**src/rtl/core/stu_pkg.sv**
```systemverilog
// Shared types, character constants and digit decode for the string-to-unsigned parser.
package stu_pkg;

    localparam int VALUE_BITS_DEFAULT = 32;
    localparam int CHAR_BITS          = 8;
    localparam int BASE_BITS          = 6;
    localparam int OUT_VALUE_BITS     = 32;
    localparam int ADDR_BITS          = 3;
    localparam int DATA_BITS          = 32;

    // Register index decoded from the word address bit
    localparam logic REG_NUMBER_BASE = 1'b0;

    localparam logic [BASE_BITS-1:0] BASE_AUTO    = 6'd0;
    localparam logic [BASE_BITS-1:0] BASE_OCTAL   = 6'd8;
    localparam logic [BASE_BITS-1:0] BASE_DECIMAL = 6'd10;
    localparam logic [BASE_BITS-1:0] BASE_HEX     = 6'd16;
    localparam logic [BASE_BITS-1:0] NOT_DIGIT    = 6'd63;

    localparam logic [CHAR_BITS-1:0] CH_SPACE   = 8'h20;
    localparam logic [CHAR_BITS-1:0] CH_TAB     = 8'h09;
    localparam logic [CHAR_BITS-1:0] CH_NEWLINE = 8'h0A;
    localparam logic [CHAR_BITS-1:0] CH_VTAB    = 8'h0B;
    localparam logic [CHAR_BITS-1:0] CH_FORMFD  = 8'h0C;
    localparam logic [CHAR_BITS-1:0] CH_RETURN  = 8'h0D;
    localparam logic [CHAR_BITS-1:0] CH_PLUS    = 8'h2B;
    localparam logic [CHAR_BITS-1:0] CH_MINUS   = 8'h2D;
    localparam logic [CHAR_BITS-1:0] CH_ZERO    = 8'h30;
    localparam logic [CHAR_BITS-1:0] CH_NINE    = 8'h39;
    localparam logic [CHAR_BITS-1:0] CH_UPPER_A = 8'h41;
    localparam logic [CHAR_BITS-1:0] CH_UPPER_Z = 8'h5A;
    localparam logic [CHAR_BITS-1:0] CH_LOWER_A = 8'h61;
    localparam logic [CHAR_BITS-1:0] CH_LOWER_Z = 8'h7A;
    localparam logic [CHAR_BITS-1:0] CH_UPPER_X = 8'h58;
    localparam logic [CHAR_BITS-1:0] CH_LOWER_X = 8'h78;
    // Letter offsets so that 'A' and 'a' map to digit value ten
    localparam logic [CHAR_BITS-1:0] UPPER_OFFSET = 8'd55;
    localparam logic [CHAR_BITS-1:0] LOWER_OFFSET = 8'd87;

    typedef enum logic [4:0] {
        PH_SKIP   = 5'b00001,
        PH_SIGNED = 5'b00010,
        PH_ZERO   = 5'b00100,
        PH_DIGITS = 5'b01000,
        PH_DONE   = 5'b10000
    } phase_t;

    function automatic logic is_blank(input logic [CHAR_BITS-1:0] c);
        return (c == CH_SPACE) || (c == CH_TAB) || (c == CH_NEWLINE) ||
               (c == CH_VTAB) || (c == CH_FORMFD) || (c == CH_RETURN);
    endfunction

    function automatic logic [BASE_BITS-1:0] digit_of(input logic [CHAR_BITS-1:0] c);
        logic [CHAR_BITS-1:0] diff;
        diff = '0;
        if (c >= CH_ZERO && c <= CH_NINE)
        begin
            diff = c - CH_ZERO;
            return diff[BASE_BITS-1:0];
        end
        if (c >= CH_UPPER_A && c <= CH_UPPER_Z)
        begin
            diff = c - UPPER_OFFSET;
            return diff[BASE_BITS-1:0];
        end
        if (c >= CH_LOWER_A && c <= CH_LOWER_Z)
        begin
            diff = c - LOWER_OFFSET;
            return diff[BASE_BITS-1:0];
        end
        return NOT_DIGIT;
    endfunction

endpackage

```
**src/rtl/core/string_to_unsigned_parser.sv**
```systemverilog
// Top level of the streaming string-to-unsigned parser.
//
//   group    dir   payload                                   beat ends
//   s_axis   in    tdata[7:0] character, tlast last          every beat
//   m_axis   out   tdata[31:0] value, tuser[0] overflowed,   one per string
//                  tuser[1] digits_seen
//   apb      in    0x0 number_base[5:0]                      write access phase
//
// One character per clock while s_axis_tready is high; the multiply-accumulate on the digit path sets the cycle.
// A result appears in the cycle after the beat carrying tlast and sits in the output register.
// Input is held off only while that register is full and m_axis_tready is low.
// Reset restores base ten and an empty string; no clearing pass is needed.
module string_to_unsigned_parser #(
    parameter int VALUE_BITS = stu_pkg::VALUE_BITS_DEFAULT
) (
    input  logic                              clk,
    input  logic                              rst_n,
    input  logic                              s_axis_tvalid,
    output logic                              s_axis_tready,
    input  logic [stu_pkg::CHAR_BITS-1:0]     s_axis_tdata,   // [7:0] character
    input  logic                              s_axis_tlast,
    output logic                              m_axis_tvalid,
    input  logic                              m_axis_tready,
    output logic [stu_pkg::OUT_VALUE_BITS-1:0] m_axis_tdata,  // [31:0] value
    output logic [1:0]                        m_axis_tuser,   // [0] overflowed, [1] digits_seen
    input  logic                              psel,
    input  logic                              penable,
    input  logic                              pwrite,
    input  logic [stu_pkg::ADDR_BITS-1:0]     paddr,
    input  logic [stu_pkg::DATA_BITS-1:0]     pwdata,
    output logic [stu_pkg::DATA_BITS-1:0]     prdata,
    output logic                              pready
);
    import stu_pkg::*;

    localparam int PROD_BITS = VALUE_BITS + BASE_BITS + 1;
    localparam int EXT_BITS  = (VALUE_BITS > OUT_VALUE_BITS) ? VALUE_BITS : OUT_VALUE_BITS;

    logic [BASE_BITS-1:0]  number_base_reg;
    phase_t                phase_reg, phase_next;
    logic [VALUE_BITS-1:0] acc_reg, acc_next;
    logic                  neg_reg, neg_next;
    logic                  ovf_reg, ovf_next;
    logic                  any_reg, any_next;
    logic [BASE_BITS-1:0]  base_reg, base_next;

    logic                  out_valid_reg;
    logic [VALUE_BITS-1:0] out_value_reg, out_value_next;
    logic                  out_ovf_reg;
    logic                  out_digits_reg;

    logic                  s_fire;
    logic                  cfg_write;
    logic [BASE_BITS-1:0]  first_base;
    logic [BASE_BITS-1:0]  digit_base;
    logic [BASE_BITS-1:0]  digit;
    logic                  digit_ok;
    logic [PROD_BITS-1:0]  prod;
    logic                  prod_ovf;
    logic                  run_digit;
    logic                  auto_prefix;
    logic [EXT_BITS-1:0]   value_ext;

    // Configuration port
    assign pready    = 1'b1;
    assign cfg_write = psel && penable && pwrite && pready;
    assign prdata    = (paddr[ADDR_BITS-1] == REG_NUMBER_BASE)
                       ? DATA_BITS'(number_base_reg) : '0;

    always_ff @(posedge clk or negedge rst_n)
    begin
        if (!rst_n)
            number_base_reg <= BASE_DECIMAL;
        else if (cfg_write && paddr[ADDR_BITS-1] == REG_NUMBER_BASE)
            number_base_reg <= pwdata[BASE_BITS-1:0];
    end

    // Handshake: take a beat unless a finished result is stuck in the output register
    assign s_axis_tready = !out_valid_reg || m_axis_tready;
    assign s_fire        = s_axis_tvalid && s_axis_tready;

    // Digit path: one multiply-accumulate, overflow from the widened product
    assign first_base  = (number_base_reg == BASE_AUTO) ? BASE_DECIMAL : number_base_reg;
    assign auto_prefix = ((number_base_reg == BASE_AUTO) || (number_base_reg == BASE_HEX)) &&
                         (s_axis_tdata == CH_ZERO);
    assign digit_base  = (phase_reg == PH_SKIP || phase_reg == PH_SIGNED) ? first_base
                                                                          : base_reg;
    assign digit       = digit_of(s_axis_tdata);
    assign digit_ok    = (digit != NOT_DIGIT) && (digit < digit_base) &&
                         (digit_base != BASE_AUTO);
    assign prod        = PROD_BITS'(acc_reg) * PROD_BITS'(digit_base) + PROD_BITS'(digit);
    assign prod_ovf    = |prod[PROD_BITS-1:VALUE_BITS];

    always_comb
    begin
        phase_next = phase_reg;
        acc_next   = acc_reg;
        neg_next   = neg_reg;
        ovf_next   = ovf_reg;
        any_next   = any_reg;
        base_next  = base_reg;
        run_digit  = 1'b0;

        unique case (phase_reg)
            PH_SKIP, PH_SIGNED:
            begin
                if (phase_reg == PH_SKIP && is_blank(s_axis_tdata))
                begin
                    phase_next = PH_SKIP;
                end
                else if (phase_reg == PH_SKIP && s_axis_tdata == CH_MINUS)
                begin
                    neg_next   = 1'b1;
                    phase_next = PH_SIGNED;
                end
                else if (phase_reg == PH_SKIP && s_axis_tdata == CH_PLUS)
                begin
                    phase_next = PH_SIGNED;
                end
                else if (auto_prefix)
                begin
                    base_next  = (number_base_reg == BASE_AUTO) ? BASE_OCTAL : BASE_HEX;
                    acc_next   = '0;
                    any_next   = 1'b1;
                    phase_next = PH_ZERO;
                end
                else
                begin
                    base_next = first_base;
                    run_digit = 1'b1;
                end
            end
            PH_ZERO:
            begin
                if (s_axis_tdata == CH_LOWER_X || s_axis_tdata == CH_UPPER_X)
                begin
                    base_next  = BASE_HEX;
                    acc_next   = '0;
                    any_next   = 1'b0;
                    phase_next = PH_DIGITS;
                end
                else
                begin
                    run_digit = 1'b1;
                end
            end
            PH_DIGITS:
            begin
                run_digit = 1'b1;
            end
            PH_DONE:
            begin
                phase_next = PH_DONE;
            end
            default:
            begin
                phase_next = PH_DONE;
            end
        endcase

        if (run_digit)
        begin
            if (!digit_ok)
            begin
                phase_next = PH_DONE;
            end
            else
            begin
                phase_next = PH_DIGITS;
                if (!ovf_reg)
                begin
                    if (prod_ovf)
                        ovf_next = 1'b1;
                    else
                        acc_next = prod[VALUE_BITS-1:0];
                    any_next = 1'b1;
                end
            end
        end
    end

    // Saturate on overflow, else apply the sign modulo the value width
    always_comb
    begin
        if (ovf_next)
            out_value_next = {VALUE_BITS{1'b1}};
        else if (neg_next)
            out_value_next = VALUE_BITS'(0) - acc_next;
        else
            out_value_next = acc_next;
    end

    always_ff @(posedge clk or negedge rst_n)
    begin
        if (!rst_n)
        begin
            phase_reg <= PH_SKIP;
            acc_reg   <= '0;
            neg_reg   <= 1'b0;
            ovf_reg   <= 1'b0;
            any_reg   <= 1'b0;
            base_reg  <= BASE_DECIMAL;
        end
        else if (s_fire)
        begin
            if (s_axis_tlast)
            begin
                // End of string: drop all per-string state
                phase_reg <= PH_SKIP;
                acc_reg   <= '0;
                neg_reg   <= 1'b0;
                ovf_reg   <= 1'b0;
                any_reg   <= 1'b0;
                base_reg  <= BASE_DECIMAL;
            end
            else
            begin
                phase_reg <= phase_next;
                acc_reg   <= acc_next;
                neg_reg   <= neg_next;
                ovf_reg   <= ovf_next;
                any_reg   <= any_next;
                base_reg  <= base_next;
            end
        end
    end

    always_ff @(posedge clk or negedge rst_n)
    begin
        if (!rst_n)
            out_valid_reg <= 1'b0;
        else if (s_fire && s_axis_tlast)
            out_valid_reg <= 1'b1;
        else if (m_axis_tready)
            out_valid_reg <= 1'b0;
    end

    always_ff @(posedge clk)
    begin
        if (s_fire && s_axis_tlast)
        begin
            out_value_reg  <= out_value_next;
            out_ovf_reg    <= ovf_next;
            out_digits_reg <= any_next || ovf_next;
        end
    end

    assign value_ext     = EXT_BITS'(out_value_reg);
    assign m_axis_tvalid = out_valid_reg;
    assign m_axis_tdata  = value_ext[OUT_VALUE_BITS-1:0];
    assign m_axis_tuser  = {out_digits_reg, out_ovf_reg};

    // Checks
    a_last_clears: assert property (@(posedge clk) disable iff (!rst_n)
        (s_fire && s_axis_tlast) |=> (phase_reg == PH_SKIP && acc_reg == '0 && !ovf_reg))
        else $error("string state not cleared after last beat");

    a_sat_ones: assert property (@(posedge clk) disable iff (!rst_n)
        (out_valid_reg && out_ovf_reg) |-> (out_value_reg == {VALUE_BITS{1'b1}}))
        else $error("overflowed result is not saturated");

    a_ovf_digits: assert property (@(posedge clk) disable iff (!rst_n)
        m_axis_tvalid && m_axis_tuser[0] |-> m_axis_tuser[1])
        else $error("overflow reported without digits");

    a_stall_cause: assert property (@(posedge clk) disable iff (!rst_n)
        !s_axis_tready |-> (out_valid_reg && !m_axis_tready))
        else $error("input held off without a blocked result");

    a_base_nonzero: assert property (@(posedge clk) disable iff (!rst_n)
        base_reg != BASE_AUTO)
        else $error("working radix is zero");

endmodule
```
**config.mk**
```make
export PLATFORM = sky130hd
export DESIGN_NAME = string_to_unsigned_parser
export DESIGN_NICKNAME = d
export VERILOG_FILES = /design/src/rtl/core/stu_pkg.sv /design/src/rtl/core/string_to_unsigned_parser.sv
export SDC_FILE = /design/constraint.sdc
export NUM_CORES = 1
export LEC_CHECK = 0
export ABC_AREA = 1
export BUFFER_PORTS_ARGS = -buffer_cell sky130_fd_sc_hd__buf_2
export CAP_MARGIN = 5
export CORE_ASPECT_RATIO = 1.4
export CORE_MARGIN = 2
export CORE_UTILIZATION = 50
export CTS_CLUSTER_SIZE = 28
export DETAILED_ROUTE_END_ITERATION = 8
export HOLD_SLACK_MARGIN = 0.1
export PLACE_DENSITY = 0.69
export SLEW_MARGIN = 20
export SYNTH_ARGS = -nofsm -noshare
export SYNTH_HDL_FRONTEND = slang
export SYNTH_SLANG_ARGS = --single-unit
export TNS_END_PERCENT = 30
```
**constraint.sdc**
```tcl
create_clock -name clk -period 10.3 [get_ports clk]
set_input_delay 1.03 -clock clk [delete_from_list [all_inputs] [get_ports clk]]
set_output_delay 1.03 -clock clk [all_outputs]
set_load 0.005 [all_outputs]
```
Word level (Yosys, flattened, before mapping)
Cells that the tools add are included.
{"block": "op_classes", "addsub": 5, "mul": 1, "n_mux": 71, "eq_ne": 24, "bitwise_logic": 1, "n_reduce_logical": 33, "n_lt_le_gt_ge": 7}
{"operator": "2-to-1 mux 32 bit", "count": 11}
{"operator": "2-to-1 mux 6 bit", "count": 15}
{"operator": "case mux 32 bit (2 select lines)", "count": 1}
{"operator": "2-to-1 mux 5 bit", "count": 9}
{"operator": "== test 8 x 4 -> 1 bit (second input constant)", "count": 5}
{"operator": "adder 38 x 6 -> 39 bit", "count": 1}
{"operator": "multiplier 32 x 6 -> 38 bit", "count": 1}
{"operator": "== test 8 x 6 -> 1 bit (second input constant)", "count": 4}
{"operator": "subtractor 1 x 32 -> 32 bit (first input constant)", "count": 1}
{"operator": "2-to-1 mux 1 bit", "count": 31}
{"operator": "== test 8 x 7 -> 1 bit (second input constant)", "count": 2}
{"operator": ">= comparator 8 x 7 -> 1 bit (second input constant)", "count": 2}
{"operator": "less-or-equal comparator 8 x 7 -> 1 bit (second input constant)", "count": 2}
{"operator": "inequality test 3 bit (second input constant)", "count": 5}
{"operator": "case mux 5 bit (3 select lines)", "count": 1}
{"operator": "logical AND 1 bit", "count": 14}
{"operator": "case mux 6 bit (2 select lines)", "count": 1}
{"operator": "subtractor 6 bit (second input constant)", "count": 2}
{"operator": "logical OR 1 bit", "count": 10}
{"operator": ">= comparator 8 x 6 -> 1 bit (second input constant)", "count": 1}
{"operator": "less-or-equal comparator 8 x 6 -> 1 bit (second input constant)", "count": 1}
{"operator": "inequality test 7 bit (second input constant)", "count": 1}
{"operator": "OR reduction 7 bit", "count": 1}
{"operator": "== test 6 x 5 -> 1 bit (second input constant)", "count": 1}
{"operator": "other kinds (19)", "count": 19}
{"block": "totals", "word_cells": 153, "out_inout_bits": 69, "input_bits": 51, "reg_bits": 87}

Longest topological paths before layout
{"block": "depth", "depth_word": 17, "mapped_depth": 49, "depth_no_buf": 48}

Worst setup path before layout
No wires, ideal clock.
{"block": "synth_timing", "path_kind": "register -> register", "from": "reg phase_reg[0]", "to": "reg out_value_reg[30], in the netlist m_axis_tdata[30] (data pin)", "setup_time_ns": 0.268, "slack_ns": 3.503, "path_buffers": 3, "required_ns": 10.032, "t_arrival_ns": 6.529, "path_stages_with_launch": 44, "period_less_slack_ns": 6.797, "cell_sequence": "dfstp_2 -> xor2_1 -> nand2_1 -> buf_6 -> o21ai_2 -> clkbuf_1 -> nor2_1 -> fa_1 -> inv_1 -> fa_1 -> inv_1 -> fa_1 -> inv_1 -> fa_1 -> inv_1 -> ha_1 -> nand2_1 -> inv_1 -> [... 8 more ...] -> a21oi_1 -> nand2_1 -> nor2_1 -> nand3_1 -> nor2_4 -> buf_6 -> nand2_2 -> o21ai_4 -> ha_1 -> nand3_1 -> nor2_4 -> nand2_2 -> nor2_4 -> nor2_2 -> nor2_8 -> nand3_1 -> nand2_1 -> nand3_1"}
{"block": "synth_via", "elab_chain_len": 12, "word_cells_on_any_way": 38, "classes_between": "add/sub (2); mul (1); order compare (1); eq/ne (4); mux (21); reduce/logical (9)"}
{"element": "start: declaration", "line": "string_to_unsigned_parser.sv:40", "source": "phase_t phase_reg, phase_next;"}
{"element": "start signal: assignment", "line": "string_to_unsigned_parser.sv:218", "source": "phase_reg <= phase_next;"}
{"element": "== test 5 x 1 -> 1 bit or == test 5 x 2 -> 1 bit (tied branches)"}
{"element": "logical OR 1 bit or logical AND 1 bit (tied branches)", "line": "string_to_unsigned_parser.sv:86, string_to_unsigned_parser.sv:116"}
{"element": "2-to-1 mux 6 bit or 2-to-1 mux 32 bit (tied branches)", "line": "string_to_unsigned_parser.sv:86, string_to_unsigned_parser.sv:116"}
{"element": "multiplier 32 x 6 -> 38 bit or 2-to-1 mux 32 bit (tied branches)", "line": "string_to_unsigned_parser.sv:91, string_to_unsigned_parser.sv:111"}
{"element": "adder 38 x 6 -> 39 bit or 2-to-1 mux 32 bit (tied branches)", "line": "string_to_unsigned_parser.sv:91, string_to_unsigned_parser.sv:107"}
{"element": "OR reduction 7 bit or case mux 32 bit (2 select lines) (tied branches)", "line": "string_to_unsigned_parser.sv:92, string_to_unsigned_parser.sv:104"}
{"element": "2-to-1 mux 32 bit", "line": "string_to_unsigned_parser.sv:172", "source": "if (prod_ovf)"}
{"element": "2-to-1 mux 32 bit", "line": "string_to_unsigned_parser.sv:170", "source": "if (!ovf_reg)"}
{"element": "2-to-1 mux 32 bit", "line": "string_to_unsigned_parser.sv:163", "source": "if (!digit_ok)"}
{"element": "2-to-1 mux 32 bit", "line": "string_to_unsigned_parser.sv:161", "source": "if (run_digit)"}
{"element": "subtractor 1 x 32 -> 32 bit", "line": "string_to_unsigned_parser.sv:188", "source": "out_value_next = VALUE_BITS'(0) - acc_next;"}
{"element": "2-to-1 mux 32 bit", "line": "string_to_unsigned_parser.sv:187", "source": "else if (neg_next)"}
{"element": "end signal: assignment", "line": "string_to_unsigned_parser.sv:242", "source": "out_value_reg <= out_value_next;"}
{"element": "end: declaration", "line": "string_to_unsigned_parser.sv:48", "source": "logic [VALUE_BITS-1:0] out_value_reg, out_value_next;"}
Several ways; a longest one is shown, not always the timed one.
A chain may end at the register's enable or synchronous reset.

Worst setup path in the final report
{"block": "layout_timing", "from": "reg phase_reg[0]", "to": "reg out_value_reg[14], in the netlist m_axis_tdata[14] (data pin)"}
The elaborated chain is that of the path after synthesis.

==> results.json <==
{
  "synth_ff_type": "dfrtp_1",
  "cts.path.max_buffers": 2,
  "cp-start-kind": "flip-flop",
  "ctsRootBufferMaster": "clkbuf_16",
  "post-route-min-period_ns": 8.76,
  "fmax_mhz": 114,
  "combPwrFrac_pct": 71.3,
  "r2r_end": "m_axis_tdata[14]$_SDFFCE_PP1P_",
  "io_buffers": 64,
  "cts_hold_buf": 0,
  "gr-total-overflow": 0,
  "worstHoldPathCells": 2,
  "viasPerCell": 5.55,
  "grt_antenna_before_repair": 0,
  "r2r_slack_ns": 1.54,
  "numCtsBuffers": 9,
  "synth_edf_count": 34,
  "yosys.area.top_type_share_pct": 19.7,
  "synthTopCellsByArea": "fa_1 20%, nand2_1 11%, ha_1 10%, dfrtp_1 9.5%, nor2_1 9.2%",
  "synthCells": 1730,
  "area_growth_syn_to_layout_pct": 6.50,
  "hp-class": "reg2reg",
  "cts.htree.levels": 3,
  "fp-row-count": 68,
  "synth_largest_area_cell": "fa_1",
  "pwr-share-clk_pct": 12.3,
  "worstSetupPathType": "reg2reg",
  "yosysWarnings": 0,
  "holdWs_ns": 0.496,
  "pwr-share-seq_pct": 16.4,
  "hold_violations": 0,
  "tightest_slew_ns": 1.09,
  "crit_fanout": 21,
  "antenna_cells": 0,
  "syn_avg_cell_area_um2": 7.27,
  "powerDensity_nw_per_um2": 214,
  "final_util_pct": 54.3,
  "ios": 120,
  "ys_types": 54,
  "switching_share_pct": 55.4,
  "crit_required_ns": 10.35,
  "wl_per_cell_um": 17.1,
  "dp_hpwl_mm": 29.8,
  "die_h_um": 192,
  "finalPower_uw": 2870,
  "slew_viol_final": 0,
  "grt.total_usage_pct": 27.4,
  "drive_gt1_share_pct": 9.79,
  "final.setup.tns_ns": 0,
  "worstPathArrival_ns": 8.80,
  "ys_async_sr_fraction_pct": 60.9,
  "ir_drop_uv": 152,
  "regToRegStartpoint": "phase_reg[0]$_DFFE_PN1P_",
  "start_util_pct": 51.0,
  "clkSinkCount": 87,
  "path_clk_slew_ns": 0.06,
  "relSlewSlack_pct": 27.2,
  "drtIter0Drc": 796,
  "cpMostUsedCell": "nand2_1",
  "grt_max_degree": 54,
  "ant_nets": 0,
  "internal_power_uw": 1280,
  "power.switching_uw": 1590,
  "fp.dieW_um": 138,
  "setup-violations-final": 0,
  "coreArea_um2": 24700,
  "gp_congestion": 0.965,
  "post_cts_buffers": 0,
  "rr_worst_depth": 40,
  "wl_mm": 35.7,
  "fin_crit_sh_pct": 85.0,
  "dieArea_um2": 26500,
  "synth_area_um2": 12600,
  "vias": 11626,
  "slowest_delay_ns": 0.56,
  "hp-start": "base_reg[1]$_DFFE_PN1P_",
  "drv_cap": 0,
  "drc": 0,
  "cts.repair.resized": 0,
  "yosysSeqAreaShare_pct": 18.7,
  "rsz0062_at_grt": "false",
  "power.leakage_uw": 0.00746,
  "grt_pass1_wl_mm": 58.4,
  "insertion_delay_ns": 0.34,
  "ys_ff_latch": 87,
  "status": "complete, no violations",
  "grt_pass1_vias": 11479,
  "fin_skew_ns": 0.00795,
  "first_pass_iters": 5,
  "cts_tree": "done",
  "slowest_stage": "dfstp_2",
  "holdPathEnd": "base_reg[1]$_DFFE_PN1P_",
  "end_kind": "flip-flop",
  "fin_nets": 2049
}
through the flow:
| stage | std cells | area, um2 | setup slack [ns] |
|---|---|---|---|
| 5_1_grt | 2093 | 13400 | 1.00 |
| 6_report | 2093 | 13400 | 1.54 |
| 4_1_cts | 2093 | 13400 | 1.66 |
| 2_1_floorplan | 1755 | 12700 | 3.50 |
| 3_5_place_dp | 2077 | 13100 | 1.65 |
| 3_3_place_gp | 2077 | 13100 | 1.85 |
routing by layer:
layer	wire length, um	track usage, %	vias to the layer above
met5	0	0	-
li1	-	-	5532
met4	1810	13.2	0
met1	13900	33.0	5546
met3	1790	2.57	101
met2	18200	49.5	447
placed cells by master (no fill, tap or decap), drive strengths merged, types with 3 or more instances in the layout:
cell type / n
o32ai: 3
xnor2: 14
a21oi: 72
nand3: 139
nand2: 386
or2: 6
clkinv: 3
xor2: 14
inv: 235
conb: 27
a31oi: 7
nor2: 332
o22ai: 34
nand3b: 3
nand4: 10
ha: 101
o21ai: 60
dfstp: 5
fa: 124
edfxtp: 34
clkbuf: 13
dfrtp: 48
nor3: 9
buf: 80
o21bai: 4
power groups by stage:
stage / sequential, uW / clock, uW / combinational, uW
6_report: 471 / 353 / 2050
5_1_grt: 477 / 369 / 2270
4_1_cts: 471 / 355 / 2020
3_5_place_dp: 476 / 0 / 2010
3_3_place_gp: 474 / 0 / 1980
2_1_floorplan: 472 / 0 / 1460
how the worst max path moves through the flow:
stage,from,to,slack [ns]
floorplan,phase_reg[0]$_DFFE_PN1P_,m_axis_tdata[30]$_SDFFCE_PP1P_,3.50
global placement,phase_reg[0]$_DFFE_PN1P_,m_axis_tdata[24]$_SDFFCE_PP1P_,1.85
detailed placement,phase_reg[0]$_DFFE_PN1P_,m_axis_tdata[24]$_SDFFCE_PP1P_,1.65
CTS,phase_reg[0]$_DFFE_PN1P_,m_axis_tdata[24]$_SDFFCE_PP1P_,1.66
global route,phase_reg[0]$_DFFE_PN1P_,m_axis_tdata[14]$_SDFFCE_PP1P_,1.00
finish,phase_reg[0]$_DFFE_PN1P_,m_axis_tdata[14]$_SDFFCE_PP1P_,1.54
synthesized netlist by cell type (16+ instances only):
cell and count:
edfxtp_1 34, nor2_2 16, inv_1 230, nor2_1 307, buf_4 30, nand2_1 368
o21ai_0 47, a21oi_1 70, fa_1 124, dfrtp_1 48, clkbuf_1 33, nand3_1 130
nand2_2 17, o22ai_1 34, ha_1 101
cell type report:
type                            count  area [um2]
Fill cell                        2411       11300
Multi-Input combinational cell   1358        9000
Sequential cell                    87        2350
Inverter                          237         890
Timing Repair Buffer               80         440
Tap cell                          315         394
Clock buffer                       13         250
Clock inverter                      3        68.8
cells by family after synthesis:
logic type                 count (synthesis)  synth area share, %
buffers and inverters                    310                 10.6
AOI/OAI and AO/OA                        189                 8.63
other                                      2               0.0597
adders and majority gates                225                 29.8
and+or+nand+nor                          889                 30.3
DFF                                       87                 18.7
xor gates and xnor gates                  28                 1.95
worst max-delay path: cells and delay by family, from the launching register on:
| kind | cells | cell delay, ns |
|---|---|---|
| buffers and inverters | 6 | 1.49 |
| AO/OA/AOI/OAI | 3 | 0.42 |
| flip-flops | 1 | 0.56 |
| adder cells (fa/ha/maj) | 6 | 2.40 |
| AND/OR/NAND/NOR | 24 | 3.37 |
| XOR/XNOR | 1 | 0.17 |
Power figures use the tool's default switching activity.
